==> config.mk <==
export PLATFORM = sky130hd
export DESIGN_NAME = text_full_justifier_top_flat
export DESIGN_NICKNAME = d
export VERILOG_FILES = /design/src/design/tfj_pkg.sv /design/src/design/tfj_req_if.sv /design/src/design/text_full_justifier_top.sv /design/src/design/tfj_csr.sv /design/src/design/tfj_divider.sv /design/src/flat_wrapper.sv
export SDC_FILE = /design/constraint.sdc
export NUM_CORES = 1
export LEC_CHECK = 0
export BUFFER_PORTS_ARGS = -buffer_cell sky130_fd_sc_hd__buf_2
export CORE_MARGIN = 4
export CORE_UTILIZATION = 35
export DETAILED_ROUTE_END_ITERATION = 6
export GPL_ROUTABILITY_DRIVEN = 0
export GPL_TIMING_DRIVEN = 0
export HOLD_SLACK_MARGIN = 0.02
export PLACE_DENSITY = 0.51
export SLEW_MARGIN = 15
export SYNTH_ARGS = -nofsm -noshare
export SYNTH_HDL_FRONTEND = slang
export SYNTH_SLANG_ARGS = --single-unit
==> constraint.sdc <==
create_clock -name clock -period 4.7 [get_ports clock]
set_clock_uncertainty 0.1 [all_clocks]
set_input_delay 0.705 -clock clock [delete_from_list [all_inputs] [get_ports clock]]
set_output_delay 0.705 -clock clock [all_outputs]
set_load 0.005 [all_outputs]
==> src/design/tfj_pkg.sv <==
// Shared types and constants for the text full justifier.
`timescale 1ns / 1ps

package tfj_pkg;

   // Widths of the fixed payload and register fields.
   localparam int CHAR_W = 8;
   localparam int CFG_W = 6;
   localparam int APB_DATA_W = 32;
   localparam int APB_ADDR_W = 3;

   // Register index of the line width register.
   localparam logic [0:0] REG_MAX_WIDTH = 1'b0;

   // Character used for all padding and gaps.
   localparam logic [CHAR_W-1:0] SPACE_CHAR = 8'd32;

   // Line width after reset, before clamping.
   localparam logic [CFG_W-1:0] WIDTH_RESET = 6'd16;

   // Sequencer states.
   typedef enum logic [2:0] {
      ST_IDLE,
      ST_CHECK,
      ST_DIV_START,
      ST_DIV_WAIT,
      ST_PREP,
      ST_EMIT,
      ST_COPY,
      ST_FINISH
   } state_type;

   // Status of the shared divider.
   typedef struct packed {
      logic busy;
      logic done;
   } div_status_type;

endpackage

==> src/design/tfj_req_if.sv <==
// Input and result channel interfaces of the text full justifier.
`timescale 1ns / 1ps

interface tfj_req_if;
   logic                      valid;
   logic                      ready;
   logic [tfj_pkg::CHAR_W-1:0] ch;
   logic                      word_end;
   logic                      text_end;

   modport source (output valid, ch, word_end, text_end, input ready);
   modport sink (input valid, ch, word_end, text_end, output ready);
endinterface

interface tfj_rsp_if;
   logic                      valid;
   logic                      ready;
   logic [tfj_pkg::CHAR_W-1:0] out_char;
   logic                      line_end;
   logic                      clipped;

   modport source (output valid, out_char, line_end, clipped, input ready);
   modport sink (input valid, out_char, line_end, clipped, output ready);
endinterface

==> src/design/text_full_justifier_top.sv <==
// Top level of the greedy text full justifier.
//
//  Port      Dir  Content
//  req       in   one word character per word, with word_end and text_end
//  rsp       out  one output line character per word, with line_end, clipped
//  psel/...  in   register 0 at byte 0: max_width, clamped to 1..MAX_WIDTH
//
// A character that does not end a word is taken in the idle state. A word end
// is checked against the pending line and the word is then appended to it.
// Emitting a line takes the ST_PREP setup state and then max_width characters,
// and a justified line first waits in the subtract-once-per-cycle divider. Reset is
// synchronous and clears the pending line; rsp stalls hold the sequencer in
// its emit state.
`timescale 1ns / 1ps

module text_full_justifier_top #(
   parameter int MAX_WIDTH = 32,
   parameter int MAX_WORDS = 16
) (
   input  logic                           clock,
   input  logic                           reset,
   tfj_req_if.sink                        req,
   tfj_rsp_if.source                      rsp,
   input  logic                           psel,
   input  logic                           penable,
   input  logic                           pwrite,
   input  logic [tfj_pkg::APB_ADDR_W-1:0] paddr,
   input  logic [tfj_pkg::APB_DATA_W-1:0] pwdata,
   output logic [tfj_pkg::APB_DATA_W-1:0] prdata,
   output logic                           pready
);

   localparam int CW  = $clog2(MAX_WIDTH + 1);
   localparam int PW  = $clog2(MAX_WIDTH);
   localparam int WCW = $clog2(MAX_WORDS + 1);
   localparam int WIW = (MAX_WORDS > 1) ? $clog2(MAX_WORDS) : 1;
   localparam int SW  = $clog2(2 * MAX_WIDTH + MAX_WORDS + 1);

   tfj_pkg::state_type state_ff, state_in;

   logic [CW-1:0]  width;
   logic           clear;

   logic [tfj_pkg::CHAR_W-1:0] word_mem [MAX_WIDTH];
   logic [tfj_pkg::CHAR_W-1:0] line_mem [MAX_WIDTH];
   logic [CW-1:0]              len_mem  [MAX_WORDS];

   logic [CW-1:0]  cur_ff;
   logic           clip_ff;
   logic           te_ff;
   logic [WCW-1:0] words_ff;
   logic [CW-1:0]  letters_ff;
   logic           line_clip_ff;
   logic           left_ff;
   logic [CW-1:0]  even_ff;
   logic [CW-1:0]  extra_ff;
   logic [WIW-1:0] k_ff;
   logic [CW-1:0]  rem_ff;
   logic [CW-1:0]  gap_ff;
   logic [CW-1:0]  src_ff;
   logic [CW-1:0]  pos_ff;
   logic [CW-1:0]  cp_ff;

   logic                       rsp_valid_ff;
   logic [tfj_pkg::CHAR_W-1:0] out_char_ff;
   logic                       line_end_ff;
   logic                       clipped_ff;

   logic                    accept;
   logic                    flush;
   logic [SW-1:0]           need;
   logic                    div_start;
   logic [CW-1:0]           div_quo;
   logic [CW-1:0]           div_rem;
   logic [WCW-1:0]          div_den;
   tfj_pkg::div_status_type div_status;
   logic                    emit_step;
   logic                    emit_last;
   logic                    copy_last;
   logic                    more_words;
   logic [WIW-1:0]          k_next;

   // Register block.
   tfj_csr #(.MAX_WIDTH(MAX_WIDTH)) u_csr (
      .clock   (clock),
      .reset   (reset),
      .psel    (psel),
      .penable (penable),
      .pwrite  (pwrite),
      .paddr   (paddr),
      .pwdata  (pwdata),
      .prdata  (prdata),
      .pready  (pready),
      .width   (width),
      .clear   (clear)
   );

   // Divider spreads the free spaces over the gaps.
   assign div_den = (words_ff > WCW'(1)) ? (words_ff - WCW'(1)) : WCW'(1);

   tfj_divider #(.NUM_W(CW), .DEN_W(WCW)) u_div (
      .clock     (clock),
      .reset     (reset),
      .start     (div_start),
      .dividend  (width - letters_ff),
      .divisor   (div_den),
      .quotient  (div_quo),
      .remainder (div_rem),
      .status    (div_status)
   );

   // Fit test of the completed word against the pending line.
   assign need  = SW'(letters_ff) + SW'(words_ff) + SW'(cur_ff);
   assign flush = (words_ff != '0) &&
                  ((need > SW'(width)) || (words_ff >= WCW'(MAX_WORDS)));

   assign accept     = req.valid && req.ready;
   assign emit_last  = pos_ff == (width - CW'(1));
   assign copy_last  = cp_ff == (cur_ff - CW'(1));
   assign k_next     = k_ff + WIW'(1);
   assign more_words = (WCW'(k_ff) + WCW'(1)) < words_ff;

   // Next state.
   always_comb begin
      state_in = state_ff;
      case (state_ff)
         tfj_pkg::ST_IDLE: begin
            if (accept && req.word_end) state_in = tfj_pkg::ST_CHECK;
         end
         tfj_pkg::ST_CHECK: begin
            state_in = flush ? tfj_pkg::ST_DIV_START : tfj_pkg::ST_COPY;
         end
         tfj_pkg::ST_DIV_START: state_in = tfj_pkg::ST_DIV_WAIT;
         tfj_pkg::ST_DIV_WAIT: begin
            if (div_status.done) state_in = tfj_pkg::ST_PREP;
         end
         tfj_pkg::ST_PREP: state_in = tfj_pkg::ST_EMIT;
         tfj_pkg::ST_EMIT: begin
            if (emit_step && emit_last) begin
               state_in = left_ff ? tfj_pkg::ST_IDLE : tfj_pkg::ST_COPY;
            end
         end
         tfj_pkg::ST_COPY: begin
            if (copy_last) state_in = tfj_pkg::ST_FINISH;
         end
         tfj_pkg::ST_FINISH: begin
            state_in = te_ff ? tfj_pkg::ST_PREP : tfj_pkg::ST_IDLE;
         end
         default: state_in = tfj_pkg::ST_IDLE;
      endcase
   end

   // Sequencer outputs.
   always_comb begin
      req.ready = 1'b0;
      div_start = 1'b0;
      emit_step = 1'b0;
      case (state_ff)
         tfj_pkg::ST_IDLE:      req.ready = 1'b1;
         tfj_pkg::ST_DIV_START: div_start = 1'b1;
         tfj_pkg::ST_EMIT:      emit_step = !rsp_valid_ff || rsp.ready;
         default: begin
            req.ready = 1'b0;
         end
      endcase
   end

   always_ff @(posedge clock) begin
      if (reset) begin
         state_ff <= tfj_pkg::ST_IDLE;
      end else begin
         state_ff <= state_in;
      end
   end

   // Line bookkeeping.
   always_ff @(posedge clock) begin
      if (reset || clear) begin
         cur_ff       <= '0;
         clip_ff      <= 1'b0;
         words_ff     <= '0;
         letters_ff   <= '0;
         line_clip_ff <= 1'b0;
      end else begin
         case (state_ff)
            tfj_pkg::ST_IDLE: begin
               if (accept) begin
                  if (cur_ff < width) begin
                     cur_ff <= cur_ff + CW'(1);
                  end else begin
                     clip_ff <= 1'b1;
                  end
               end
            end
            tfj_pkg::ST_EMIT: begin
               if (emit_step && emit_last) begin
                  words_ff     <= '0;
                  letters_ff   <= '0;
                  line_clip_ff <= 1'b0;
               end
            end
            tfj_pkg::ST_FINISH: begin
               words_ff     <= words_ff + WCW'(1);
               letters_ff   <= letters_ff + cur_ff;
               line_clip_ff <= line_clip_ff | clip_ff;
               cur_ff       <= '0;
               clip_ff      <= 1'b0;
            end
            default: begin
               cur_ff <= cur_ff;
            end
         endcase
      end
   end

   // Word, line and length stores, and the emit counters.
   always_ff @(posedge clock) begin
      case (state_ff)
         tfj_pkg::ST_IDLE: begin
            if (accept) begin
               te_ff <= req.text_end;
               if (cur_ff < width) word_mem[cur_ff[PW-1:0]] <= req.ch;
            end
         end
         tfj_pkg::ST_CHECK: begin
            left_ff <= 1'b0;
            cp_ff   <= '0;
         end
         tfj_pkg::ST_DIV_WAIT: begin
            if (div_status.done) begin
               even_ff  <= div_quo;
               extra_ff <= div_rem;
            end
         end
         tfj_pkg::ST_PREP: begin
            k_ff   <= '0;
            rem_ff <= len_mem[0];
            gap_ff <= '0;
            src_ff <= '0;
            pos_ff <= '0;
         end
         tfj_pkg::ST_EMIT: begin
            if (emit_step) begin
               pos_ff <= pos_ff + CW'(1);
               cp_ff  <= '0;
               if (gap_ff != '0) begin
                  gap_ff <= gap_ff - CW'(1);
               end else if (rem_ff != '0) begin
                  src_ff <= src_ff + CW'(1);
                  if (rem_ff == CW'(1) && more_words) begin
                     k_ff   <= k_next;
                     rem_ff <= len_mem[k_next];
                     gap_ff <= even_ff + CW'(extra_ff != '0);
                     if (extra_ff != '0) extra_ff <= extra_ff - CW'(1);
                  end else begin
                     rem_ff <= rem_ff - CW'(1);
                  end
               end
            end
         end
         tfj_pkg::ST_COPY: begin
            line_mem[PW'(letters_ff + cp_ff)] <= word_mem[cp_ff[PW-1:0]];
            cp_ff <= cp_ff + CW'(1);
         end
         tfj_pkg::ST_FINISH: begin
            if (words_ff < WCW'(MAX_WORDS)) len_mem[words_ff[WIW-1:0]] <= cur_ff;
            left_ff  <= 1'b1;
            even_ff  <= CW'(1);
            extra_ff <= '0;
         end
         default: begin
            cp_ff <= cp_ff;
         end
      endcase
   end

   // Output word register.
   always_ff @(posedge clock) begin
      if (reset) begin
         rsp_valid_ff <= 1'b0;
      end else if (emit_step) begin
         rsp_valid_ff <= 1'b1;
      end else if (rsp.ready) begin
         rsp_valid_ff <= 1'b0;
      end
   end

   // The line store is read here at the current source position; gaps and padding are spaces.
   always_ff @(posedge clock) begin
      if (emit_step) begin
         if (gap_ff == '0 && rem_ff != '0) begin
            out_char_ff <= line_mem[src_ff[PW-1:0]];
         end else begin
            out_char_ff <= tfj_pkg::SPACE_CHAR;
         end
         line_end_ff <= emit_last;
         clipped_ff  <= line_clip_ff;
      end
   end

   assign rsp.valid    = rsp_valid_ff;
   assign rsp.out_char = out_char_ff;
   assign rsp.line_end = line_end_ff;
   assign rsp.clipped  = clipped_ff;

   // The pending line never holds more words than the length store.
   a_words_bound: assert property (@(posedge clock) disable iff (reset)
      int'(words_ff) <= MAX_WORDS)
      else $error("pending line holds too many words");

   // Emission stops at the line width.
   a_pos_bound: assert property (@(posedge clock) disable iff (reset)
      (state_ff == tfj_pkg::ST_EMIT) |-> (pos_ff < width))
      else $error("emit position ran past the line width");

   // Copying a word stays inside the line store.
   a_copy_bound: assert property (@(posedge clock) disable iff (reset)
      (state_ff == tfj_pkg::ST_COPY) |-> (int'(letters_ff) + int'(cp_ff) < MAX_WIDTH))
      else $error("word copy ran past the line store");

endmodule

==> src/design/tfj_csr.sv <==
// Configuration register block holding the clamped line width.
`timescale 1ns / 1ps

module tfj_csr #(
   parameter int MAX_WIDTH = 32
) (
   input  logic                           clock,
   input  logic                           reset,
   input  logic                           psel,
   input  logic                           penable,
   input  logic                           pwrite,
   input  logic [tfj_pkg::APB_ADDR_W-1:0] paddr,
   input  logic [tfj_pkg::APB_DATA_W-1:0] pwdata,
   output logic [tfj_pkg::APB_DATA_W-1:0] prdata,
   output logic                           pready,
   output logic [$clog2(MAX_WIDTH+1)-1:0] width,
   output logic                           clear
);

   localparam int CW = $clog2(MAX_WIDTH + 1);

   logic [CW-1:0] width_ff;
   logic [CW-1:0] width_in;
   logic          wr_hit;

   // Clamp a raw register value to 1..MAX_WIDTH.
   function automatic logic [CW-1:0] clamp(input logic [tfj_pkg::CFG_W-1:0] v);
      logic [CW-1:0] r;
      if (v == '0) begin
         r = CW'(1);
      end else if (int'(v) > MAX_WIDTH) begin
         r = CW'(MAX_WIDTH);
      end else begin
         r = CW'(v);
      end
      return r;
   endfunction

   // A write lands when the access phase completes at the width register.
   assign pready = 1'b1;
   assign wr_hit = psel && penable && pwrite &&
                   (paddr[tfj_pkg::APB_ADDR_W-1] == tfj_pkg::REG_MAX_WIDTH);
   assign width_in = clamp(pwdata[tfj_pkg::CFG_W-1:0]);

   always_ff @(posedge clock) begin
      if (reset) begin
         width_ff <= clamp(tfj_pkg::WIDTH_RESET);
      end else if (wr_hit) begin
         width_ff <= width_in;
      end
   end

   // Read back the width where the top address bit is clear; other addresses read as zero.
   always_comb begin
      prdata = '0;
      if (paddr[tfj_pkg::APB_ADDR_W-1] == tfj_pkg::REG_MAX_WIDTH) begin
         prdata = tfj_pkg::APB_DATA_W'(width_ff);
      end
   end

   assign width = width_ff;
   assign clear = wr_hit;

endmodule

==> src/design/tfj_divider.sv <==
// Shared iterative divider that subtracts the divisor once per cycle.
`timescale 1ns / 1ps

module tfj_divider #(
   parameter int NUM_W = 6,
   parameter int DEN_W = 5
) (
   input  logic                    clock,
   input  logic                    reset,
   input  logic                    start,
   input  logic [NUM_W-1:0]        dividend,
   input  logic [DEN_W-1:0]        divisor,
   output logic [NUM_W-1:0]        quotient,
   output logic [NUM_W-1:0]        remainder,
   output tfj_pkg::div_status_type status
);

   logic             busy_ff;
   logic [NUM_W-1:0] rem_ff;
   logic [NUM_W-1:0] quo_ff;
   logic [NUM_W-1:0] den_ff;
   logic             fits;

   assign fits = rem_ff >= den_ff;

   // One subtraction per cycle until the remainder drops below the divisor.
   always_ff @(posedge clock) begin
      if (reset) begin
         busy_ff <= 1'b0;
      end else if (start) begin
         busy_ff <= 1'b1;
      end else if (busy_ff && !fits) begin
         busy_ff <= 1'b0;
      end
   end

   always_ff @(posedge clock) begin
      if (start) begin
         rem_ff <= dividend;
         quo_ff <= '0;
         den_ff <= NUM_W'(divisor);
      end else if (busy_ff && fits) begin
         rem_ff <= rem_ff - den_ff;
         quo_ff <= quo_ff + NUM_W'(1);
      end
   end

   assign quotient    = quo_ff;
   assign remainder   = rem_ff;
   assign status.busy = busy_ff;
   assign status.done = busy_ff && !fits;

   // The result is only reported once the remainder is reduced.
   a_rem_reduced: assert property (@(posedge clock) disable iff (reset)
      status.done |-> (rem_ff < den_ff))
      else $error("divider reported done with remainder not below divisor");

endmodule
==> src/flat_wrapper.sv <==
// flat-port wrapper written by rule: the top's interface ports become plain ports
module text_full_justifier_top_flat 
#(
   parameter int MAX_WIDTH = 32,
   parameter int MAX_WORDS = 16
)
  (clock, reset, psel, penable, pwrite, paddr, pwdata, prdata, pready, req_valid, req_ch, req_word_end, req_text_end, req_ready, rsp_valid, rsp_out_char, rsp_line_end, rsp_clipped, rsp_ready);
  tfj_req_if req_i ();
  tfj_rsp_if rsp_i ();
  input  logic clock;
  input  logic reset;
  input  logic psel;
  input  logic penable;
  input  logic pwrite;
  input  logic [tfj_pkg::APB_ADDR_W-1:0] paddr;
  input  logic [tfj_pkg::APB_DATA_W-1:0] pwdata;
  output logic [tfj_pkg::APB_DATA_W-1:0] prdata;
  output logic pready;
  input wire logic [$bits(req_i.valid)-1:0] req_valid;
  input wire logic [$bits(req_i.ch)-1:0] req_ch;
  input wire logic [$bits(req_i.word_end)-1:0] req_word_end;
  input wire logic [$bits(req_i.text_end)-1:0] req_text_end;
  output wire logic [$bits(req_i.ready)-1:0] req_ready;
  output wire logic [$bits(rsp_i.valid)-1:0] rsp_valid;
  output wire logic [$bits(rsp_i.out_char)-1:0] rsp_out_char;
  output wire logic [$bits(rsp_i.line_end)-1:0] rsp_line_end;
  output wire logic [$bits(rsp_i.clipped)-1:0] rsp_clipped;
  input wire logic [$bits(rsp_i.ready)-1:0] rsp_ready;
  assign req_i.valid = req_valid;
  assign req_i.ch = req_ch;
  assign req_i.word_end = req_word_end;
  assign req_i.text_end = req_text_end;
  assign req_ready = req_i.ready;
  assign rsp_valid = rsp_i.valid;
  assign rsp_out_char = rsp_i.out_char;
  assign rsp_line_end = rsp_i.line_end;
  assign rsp_clipped = rsp_i.clipped;
  assign rsp_i.ready = rsp_ready;
  text_full_justifier_top #(.MAX_WIDTH(MAX_WIDTH), .MAX_WORDS(MAX_WORDS)) u_core (.clock(clock), .reset(reset), .req(req_i), .rsp(rsp_i), .psel(psel), .penable(penable), .pwrite(pwrite), .paddr(paddr), .pwdata(pwdata), .prdata(prdata), .pready(pready));
endmodule
==> results_dict.tcl, run 1 <==
set metrics [dict create \
    status "finished clean" \
    crit_type "flip-flop to flip-flop" \
    crit_fanout 10 \
    synthArstFlopShare_pct 0 \
    cp_data_arrival_time_ns 4.17 \
    grt_max_degree 33 \
    max-vdd-ir-drop_mv 0.306 \
    grt-busiest-layer "met2" \
    period_share_pct 83.3 \
    drtIter0Drc 1320 \
    maxSlewViolCount 0 \
    pin_count 97 \
    worstSkewPairLatency_ns 0.64 \
    rows 108 \
    fp.dieArea_mm2 0.0921 \
    fp.dieH_um 303 \
    synthesis.instances 1721 \
    fillerInstances 7858 \
    crit_required_ns 4.95 \
    drive_gt1_share_pct 22.0 \
    port_buffers 41 \
    layout_commonest_cell "edfxtp_1" \
    grt_util_met3_pct 2.61 \
    syn_area_mm2 0.0306 \
    area_growth_pct 14.9 \
    min_period_ns 3.91 \
    power_leakage_uw 0.0117 \
    postCtsSetupRepairBufs 0 \
    grt.met1_usage_pct 23.4 \
    seq_area_frac_synth_pct 69.1 \
    via_per_inst 5.13 \
    r2r_setup_slack_ns 0.79 \
    ys_types 62 \
    vias 15873 \
    grt_use_met2_pct 24.6 \
    drc_errors 0 \
    min_path_type "input port to flip-flop" \
    path_clk_slew_ns 0.06 \
    cts_tree "done" \
    dp_hpwl_um 48100 \
    min_from "req_text_end" \
    drtPass1Iterations 5 \
    max_freq_mhz 255 \
    ys.warnings.count 0 \
    timing.final.ws_setup_ns 0.786 \
    layout_common_cells "676 x edfxtp_1, 189 x mux4_2, 156 x nor2_1, 82 x clkbuf_16, 66 x buf_2" \
    ys_dominant_reg_cell "edfxtp_1" \
    synth_edf_count 676 \
    hold_violations 0 \
    synth.ff_latch_count 717 \
    rsz0062_at_grt "false" \
    cts-htree-levels 3 \
    avgRoutedWirePerCell_um 23.2 \
    core-area_mm2 0.0868 \
    overflow 0 \
    postCtsHoldBufs 0 \
    start_util_pct 35.2 \
    tns_ns 0 \
    reg2reg_to "u_core.gap_ff[3]" \
    max_slew.worst_pin.slew_ns 1.10 \
    clockRootBuffer "clkbuf_16" \
    nNetsFinal 1998 \
    grt_pass1_vias 16421 \
    post-place-ws_ns 0.271 \
    clock_path_buffers 3 \
    holdWs_ns 0.157 \
    grt_pass1_wl_um 108000 \
    critPathLaunchType "flip-flop" \
    cap_violations 0 \
    setup_viol 0 \
    fin_util_pct 40.5 \
    grtUsageTotal_pct 15.8 \
    slew_headroom_pct 26.4 \
    syn_area_per_cell_um2 17.8 \
    routed_wl_um 72000 \
    r2r-start "u_core.k_ff[0]" \
    chipWidth_um 303 \
    ant_nets 0 \
    r2r_cells 10 \
    clock_sinks 717 \
    n_antenna_cell 0 \
    critPathLaunch "u_core.k_ff[0]" \
    cp-end-kind "flip-flop" \
    antenna_found_initial 0 \
    cts_buffers 82 \
    endpoint "u_core.gap_ff[3]" \
    powerDensity_mw_per_mm2 531 \
]
==> synth_stat cells (all sizes together) (31+ instances only) <==
| library cell | count | area share, % |
|---|---|---|
| mux4 | 189 | 14 |
| ha | 64 | 2.6 |
| o21ai | 32 | 0.52 |
| a21oi | 42 | 0.70 |
| buf | 67 | 1.4 |
| inv | 58 | 0.71 |
| clkbuf | 31 | 0.38 |
| edfxtp | 676 | 66 |
| nor2 | 157 | 1.9 |
| nand2 | 63 | 0.77 |
| xnor2 | 42 | 1.2 |
| dfxtp | 41 | 2.7 |
==> layer usage <==
layer	vias up	routed length [um]
li1	7062	-
met1	8344	33500
met2	383	33400
met3	84	3800
met4	0	1250
met5	-	0
==> state kept, by name (all words and copies together) (netlist names), 6 cells and up, named ones only <==
signal / flops
u_core.even_ff: 6
u_core.gap_ff: 6
u_core.letters_ff: 6
u_core.len_mem: 96
u_core.u_div.quotient: 6
u_core.pos_ff: 6
u_core.u_div.remainder: 6
u_core.cur_ff: 6
u_core.line_mem: 256
u_core.rsp.out_char: 8
u_core.u_csr.width: 6
u_core.word_mem: 256
u_core.cp_ff: 6
u_core.rem_ff: 6
u_core.extra_ff: 6
==> through the flow <==
stage,std cells,total power [uW],area [um^2]
final,3096,18600,35100
after global routing,3096,19500,35100
after CTS,3096,18900,35100
after detailed placement,2943,12400,32300
after global placement,2942,12300,32300
after floorplan,1746,10800,30600
==> where the power goes <==
| group | total, uW | switching (uW) | internal (uW) |
|---|---|---|---|
| clock network | 6500 | 2690 | 3800 |
| logic | 3920 | 2510 | 1410 |
| registers | 8220 | 171 | 8050 |
| total | 18600 | 5370 | 13300 |
==> worst max-delay path: stages, from the launching register on <==
cell and delay [ns]:
edfxtp_1 0.39, buf_4 0.24, buf_2 0.34, nand3_1 0.14, xor2_1 0.69, inv_1 0.10, ha_1 0.30, nand2_1 0.05
o211ai_1 0.77, a21oi_1 0.11, o31a_1 0.39
==> area by class of cell <==
| type | instances | area (um^2) | area share (%) |
|---|---|---|---|
| well taps | 1155 | 1450 | 4.12 |
| repair buffers | 42 | 233 | 0.663 |
| plain buffers | 98 | 546 | 1.55 |
| clock buffers | 95 | 2100 | 5.98 |
| flip-flops and latches | 717 | 21100 | 60.2 |
| multi-input cells | 873 | 8790 | 25.0 |
| clock inverters | 58 | 656 | 1.87 |
| inverters | 58 | 218 | 0.620 |
==> what timing repair did <==
| item | CTS | global route |
|---|---|---|
| setup endpoints to repair | 0 | 1 |
| resized for setup | 0 | 1 |
| endpoints found under the hold margin | 0 | 0 |
==> logic make-up (layout without fill, tap and decap cells) <==
| logic type | count (synthesis) | after routing | synth area share [%] |
|---|---|---|---|
| AND/OR/NAND/NOR | 341 | 341 | 5.10 |
| buffers and inverters | 156 | 351 | 2.50 |
| XOR/XNOR | 66 | 66 | 1.89 |
| AO/OA/AOI/OAI | 147 | 147 | 3.17 |
| other | 2 | 27 | 0.0246 |
| multiplexers | 218 | 218 | 14.9 |
| flip-flops | 717 | 717 | 69.1 |
| adder cells (fa/ha/maj) | 74 | 74 | 3.28 |
==> worst min path at each step <==
| stage | endpoint | slack (ns) | cells past startpoint |
|---|---|---|---|
| global placement | u_core.rsp.clipped | 0.32 | 0 |
| floorplan | u_core.rsp.clipped | 0.31 | 0 |
| detailed placement | u_core.rsp.clipped | 0.34 | 0 |
| finish | u_core.te_ff | 0.16 | 1 |
| CTS | u_core.te_ff | 0.12 | 1 |
| global route | u_core.te_ff | 0.13 | 1 |
Power figures use the tool's default switching activity.
==> run 2: changes to the inputs <==
==> constraint.sdc (replaced) <==
create_clock -name clock -period 4 [get_ports clock]
set_clock_uncertainty 0.1 [all_clocks]
set_input_delay 0.6 -clock clock [delete_from_list [all_inputs] [get_ports clock]]
set_output_delay 0.6 -clock clock [all_outputs]
set_load 0.005 [all_outputs]
==> results_dict.tcl, run 2 (same netlist as run 1, synthesis figures left out) <==
set metrics [dict create \
    cp_num_buf_inv 0 \
    cts-htree-levels 3 \
    crit_chain "ha_1 -> fa_1 -> a21o_1 -> a21oi_1 -> xnor2_1 -> or3b_2 -> nor2_1" \
    r2r_cells 7 \
    grt_max_degree 33 \
    max_slew.worst_pin.slew_ns 1.08 \
    cp_slowest_cell "nor2_1" \
    pin_count 97 \
    hold_path_end "u_core.u_csr.width[0]" \
    drive_gt1_share_pct 22.1 \
    cp_top_family "simple AND/OR/NAND/NOR gates" \
    cp_data_arrival_time_ns 3.93 \
    period_share_pct 95.0 \
    r2r-start "u_core.cp_ff[0]" \
    layout_common_cells "676 x edfxtp_1, 189 x mux4_2, 156 x nor2_1, 82 x clkbuf_16, 66 x buf_2" \
    cts_buffers 82 \
    reg2reg_to "u_core.line_mem[1][2]" \
    nNetsFinal 2001 \
    n_antenna_cell 0 \
    drtIter0Drc 1322 \
    clock_path_buffers 3 \
    crit_required_ns 4.13 \
    max_freq_mhz 263 \
    setup_viol 0 \
    dp_hpwl_um 48100 \
    holdWs_ns 0.152 \
    cp-end-kind "flip-flop" \
    cap_violations 0 \
    overflow 0 \
    drtPass1Iterations 5 \
    placed_cell_area_mm2 0.0323 \
    via_per_inst 5.14 \
    maxSlewViolCount 0 \
    tns_ns 0 \
    fp.dieArea_mm2 0.0921 \
    rsz0062_at_grt "false" \
    fp.dieH_um 303 \
    grtUsageTotal_pct 15.8 \
    r2r_setup_slack_ns 0.20 \
    drc_errors 0 \
    start_util_pct 35.2 \
    min_path_type "input port to flip-flop" \
    layout_commonest_cell "edfxtp_1" \
    fillerInstances 7858 \
    place_inst 2943 \
    vias 15916 \
    min_from "pwdata[0]" \
    cts_tree "done" \
    stdcell_count 3099 \
    crit_type "flip-flop to flip-flop" \
    slew_headroom_pct 27.8 \
    fin_area_mm2 0.0351 \
    core-area_mm2 0.0868 \
    status "finished clean" \
    worstSkewPairLatency_ns 0.64 \
    rows 108 \
    ant_nets 0 \
    cp_slowest_stage_delay_ns 0.80 \
    power_leakage_uw 0.0117 \
    clock_sinks 717 \
    avgRoutedWirePerCell_um 23.2 \
    chipWidth_um 303 \
    antenna_found_initial 0 \
    min_period_ns 3.80 \
    grt_pass1_vias 16434 \
    critPathLaunchType "flip-flop" \
    area_growth_pct 15.0 \
    routed_wl_um 71900 \
    port_buffers 41 \
    path_clk_slew_ns 0.06 \
    powerDensity_mw_per_mm2 623 \
    hold_violations 0 \
    max-vdd-ir-drop_mv 0.359 \
    hold_path_depth 3 \
    crit_fanout 8 \
    clockRootBuffer "clkbuf_16" \
    grt_pass1_wl_um 108000 \
]
==> run 2: cell types whose count changed in the layout (fill, tap and decap cells not counted) <==
cell           previous run  this run
buf_12                    0         1
buf_4                    29        30
dfxtp_2                   1         0
dfxtp_4                   0         1
dlygate4sd3_1             0         1
==> run 2: what timing repair did <==
action / CTS / global route
setup endpoints to repair: 32 / 1
resized for setup: 1 / 1
hold endpoints to repair: 1 / 0
hold buffers: 1 / 0
pin swaps: 1 / 0
gates cloned: 0 / 0
buffers inserted: 2 / 0
==> run 2: worst max-delay path by stage <==
stage,start,end,slack (ns),depth (start not counted)
floorplan,u_core.cur_ff[1],u_core.state_ff[2],0.52,15
global placement,u_core.cur_ff[1],u_core.state_ff[2],-0.39,15
detailed placement,u_core.cur_ff[1],u_core.state_ff[2],-0.43,15
CTS,u_core.cur_ff[1],u_core.state_ff[2],0.04,15
global route,u_core.cp_ff[0],u_core.line_mem[2][0],0.003,7
finish,u_core.cp_ff[0],u_core.line_mem[1][2],0.20,7
==> run 2: per-stage QoR <==
step	worst slack (ns)	util, %	power [uW]
final	0.199	40.5	21900
after global routing	0.00331	40.5	22900
after CTS	0.0353	40.5	22200
after detailed placement	-0.429	37.3	14500
after global placement	-0.395	37.2	14400
after floorplan	0.517	-	12700
==> run 2: final cells by class <==
type,instances,area (um^2),share of cell area (%)
Sequential cell,717,21100,60.1
Multi-Input combinational cell,873,8790,25.0
Clock buffer,95,2100,5.98
Tap cell,1155,1450,4.11
Clock inverter,58,656,1.87
Buffer,98,546,1.55
Timing Repair Buffer,45,270,0.769
Inverter,58,218,0.619
==> run 2: report_power, final <==
part	switching, uW	total [uW]	internal (uW)
registers	201	9660	9460
logic	2950	4610	1660
clock network	3150	7620	4470
==> run 2: layer usage <==
metal / global-route usage (%) / wire, um / up-vias / share of wire (%)
met5: 0 / 0 / - / 0
met4: 3.62 / 1230 / 0 / 1.7
li1: - / - / 7068 / -
met2: 24.7 / 33300 / 423 / 46
met1: 23.4 / 33500 / 8343 / 47
met3: 2.61 / 3840 / 82 / 5.3
==> run 2: tightest hold or removal path, stage by stage <==
cell     delay [ns]
buf_2          0.07
o21ai_0        0.07
a21oi_1        0.11
==> run 3: changes to the inputs <==
--- a/config.mk
+++ b/config.mk
@@ -7,12 +7,12 @@
 export LEC_CHECK = 0
 export BUFFER_PORTS_ARGS = -buffer_cell sky130_fd_sc_hd__buf_2
 export CORE_MARGIN = 4
-export CORE_UTILIZATION = 35
+export CORE_UTILIZATION = 50
 export DETAILED_ROUTE_END_ITERATION = 6
 export GPL_ROUTABILITY_DRIVEN = 0
-export GPL_TIMING_DRIVEN = 0
 export HOLD_SLACK_MARGIN = 0.02
-export PLACE_DENSITY = 0.51
+export PLACE_DENSITY = 0.67
+export REMOVE_ABC_BUFFERS = 1
 export SLEW_MARGIN = 15
 export SYNTH_ARGS = -nofsm -noshare
 export SYNTH_HDL_FRONTEND = slang
==> results_dict.tcl, run 3 (same netlist as run 1, synthesis figures left out) <==
set metrics [dict create \
    drtPass1Iterations 5 \
    path_clk_slew_ns 0.06 \
    clock_path_buffers 3 \
    vias 15688 \
    antenna_found_initial 0 \
    crit_fanout 8 \
    via_per_inst 5.84 \
    grt_pass1_wl_um 97100 \
    rsz0062_at_grt "false" \
    pin_count 97 \
    ant_nets 0 \
    crit_required_ns 4.13 \
    fp.dieArea_mm2 0.0651 \
    critPathLaunchType "flip-flop" \
    grtUsageTotal_pct 19.9 \
    cts-htree-levels 3 \
    drive_gt1_share_pct 22.6 \
    slew_headroom_pct 30.2 \
    cp_data_arrival_time_ns 3.67 \
    dp_hpwl_um 41600 \
    layout_commonest_cell "edfxtp_1" \
    avgRoutedWirePerCell_um 23.7 \
    cp-end-kind "flip-flop" \
    crit_chain "ha_1 -> fa_1 -> a21o_1 -> a21oi_1 -> xnor2_1 -> or3b_2 -> nor2_1" \
    setup_viol 0 \
    grt_max_degree 68 \
    start_util_pct 50.5 \
    status "finished clean" \
    clockRootBuffer "clkbuf_16" \
    postCtsHoldBufs 0 \
    hold_violations 0 \
    power_leakage_uw 0.0116 \
    fin_area_mm2 0.0345 \
    layout_common_cells "676 x edfxtp_1, 189 x mux4_2, 157 x nor2_1, 78 x clkbuf_16, 72 x buf_4" \
    placed_cell_area_mm2 0.0320 \
    fp.dieH_um 255 \
    timing.final.ws_setup_ns 0.463 \
    max-vdd-ir-drop_mv 0.450 \
    min_period_ns 3.54 \
    core-area_mm2 0.0605 \
    nNetsFinal 1971 \
    cp_slowest_stage_delay_ns 0.62 \
    port_buffers 41 \
    n_antenna_cell 0 \
    grt_pass1_vias 15555 \
    max_slew.worst_pin.slew_ns 1.04 \
    period_share_pct 88.4 \
    fillerInstances 4493 \
    min_path_type "input port to flip-flop" \
    cp_slowest_cell "nor2_1" \
    max_freq_mhz 283 \
    maxSlewViolCount 0 \
    post-place-ws_ns 0.462 \
    clock_sinks 717 \
    powerDensity_mw_per_mm2 614 \
    worstSkewPairLatency_ns 0.62 \
    r2r_setup_slack_ns 0.46 \
    cp_num_buf_inv 0 \
    routed_wl_um 63700 \
    regArea_mm2 0.0211 \
    area_growth_pct 12.8 \
    overflow 0 \
    multiInputGateArea_mm2 0.00877 \
    postCtsResizedCells 0 \
    chipWidth_um 255 \
    cts_tree "done" \
    rows 90 \
    drc_errors 0 \
    cts_buffers 76 \
    cp_top_family "simple AND/OR/NAND/NOR gates" \
    postCtsSetupRepairBufs 0 \
    drtIter0Drc 1566 \
    cap_violations 0 \
    crit_type "flip-flop to flip-flop" \
]
run 3: cell type report:
class	count	area share, %
clock buffer	99	5.95
clock inverter	38	1.31
inverter	58	0.632
multi-input combinational	873	25.5
sequential	717	61.3
tap	782	2.84
timing repair buffer	119	2.51
run 3: worst paths after layout:
kind,start,to,cells past startpoint
worst max-delay path,u_core.cp_ff[0],u_core.line_mem[0][7],7
worst min-delay path,req_text_end,u_core.te_ff,1
worst max register to register,u_core.cp_ff[0],u_core.line_mem[0][7],7
worst min register to register,u_core.line_clip_ff,u_core.rsp.clipped,0
run 3: metal layers:
metal | vias to the layer above | share of wire, % | global-route usage, %
met5 | - | 0 | 0
met4 | 0 | 1.7 | 5.02
met3 | 71 | 6.5 | 3.15
met2 | 509 | 47 | 30.5
met1 | 8108 | 45 | 30.4
li1 | 7000 | - | -
run 3: power by group:
group	switching (uW)	total [uW]	leakage, uW	internal (uW)
clock network	2820	7030	0.00120	4210
logic	2640	4320	0.00397	1670
registers	355	9820	0.00646	9460
run 3: stage by stage:
stage	total power (uW)	setup TNS [ns]	hold slack (ns)	util, %	instances
after CTS	21400	0	0.0759	57.0	2686
after global routing	22000	0	0.0908	57.0	2686
after global placement	14200	0	0.329	52.8	2549
final	21200	0	0.112	57.0	2686
after floorplan	12700	-167.12	0.309	-	1648
after detailed placement	14300	0	0.348	52.8	2549
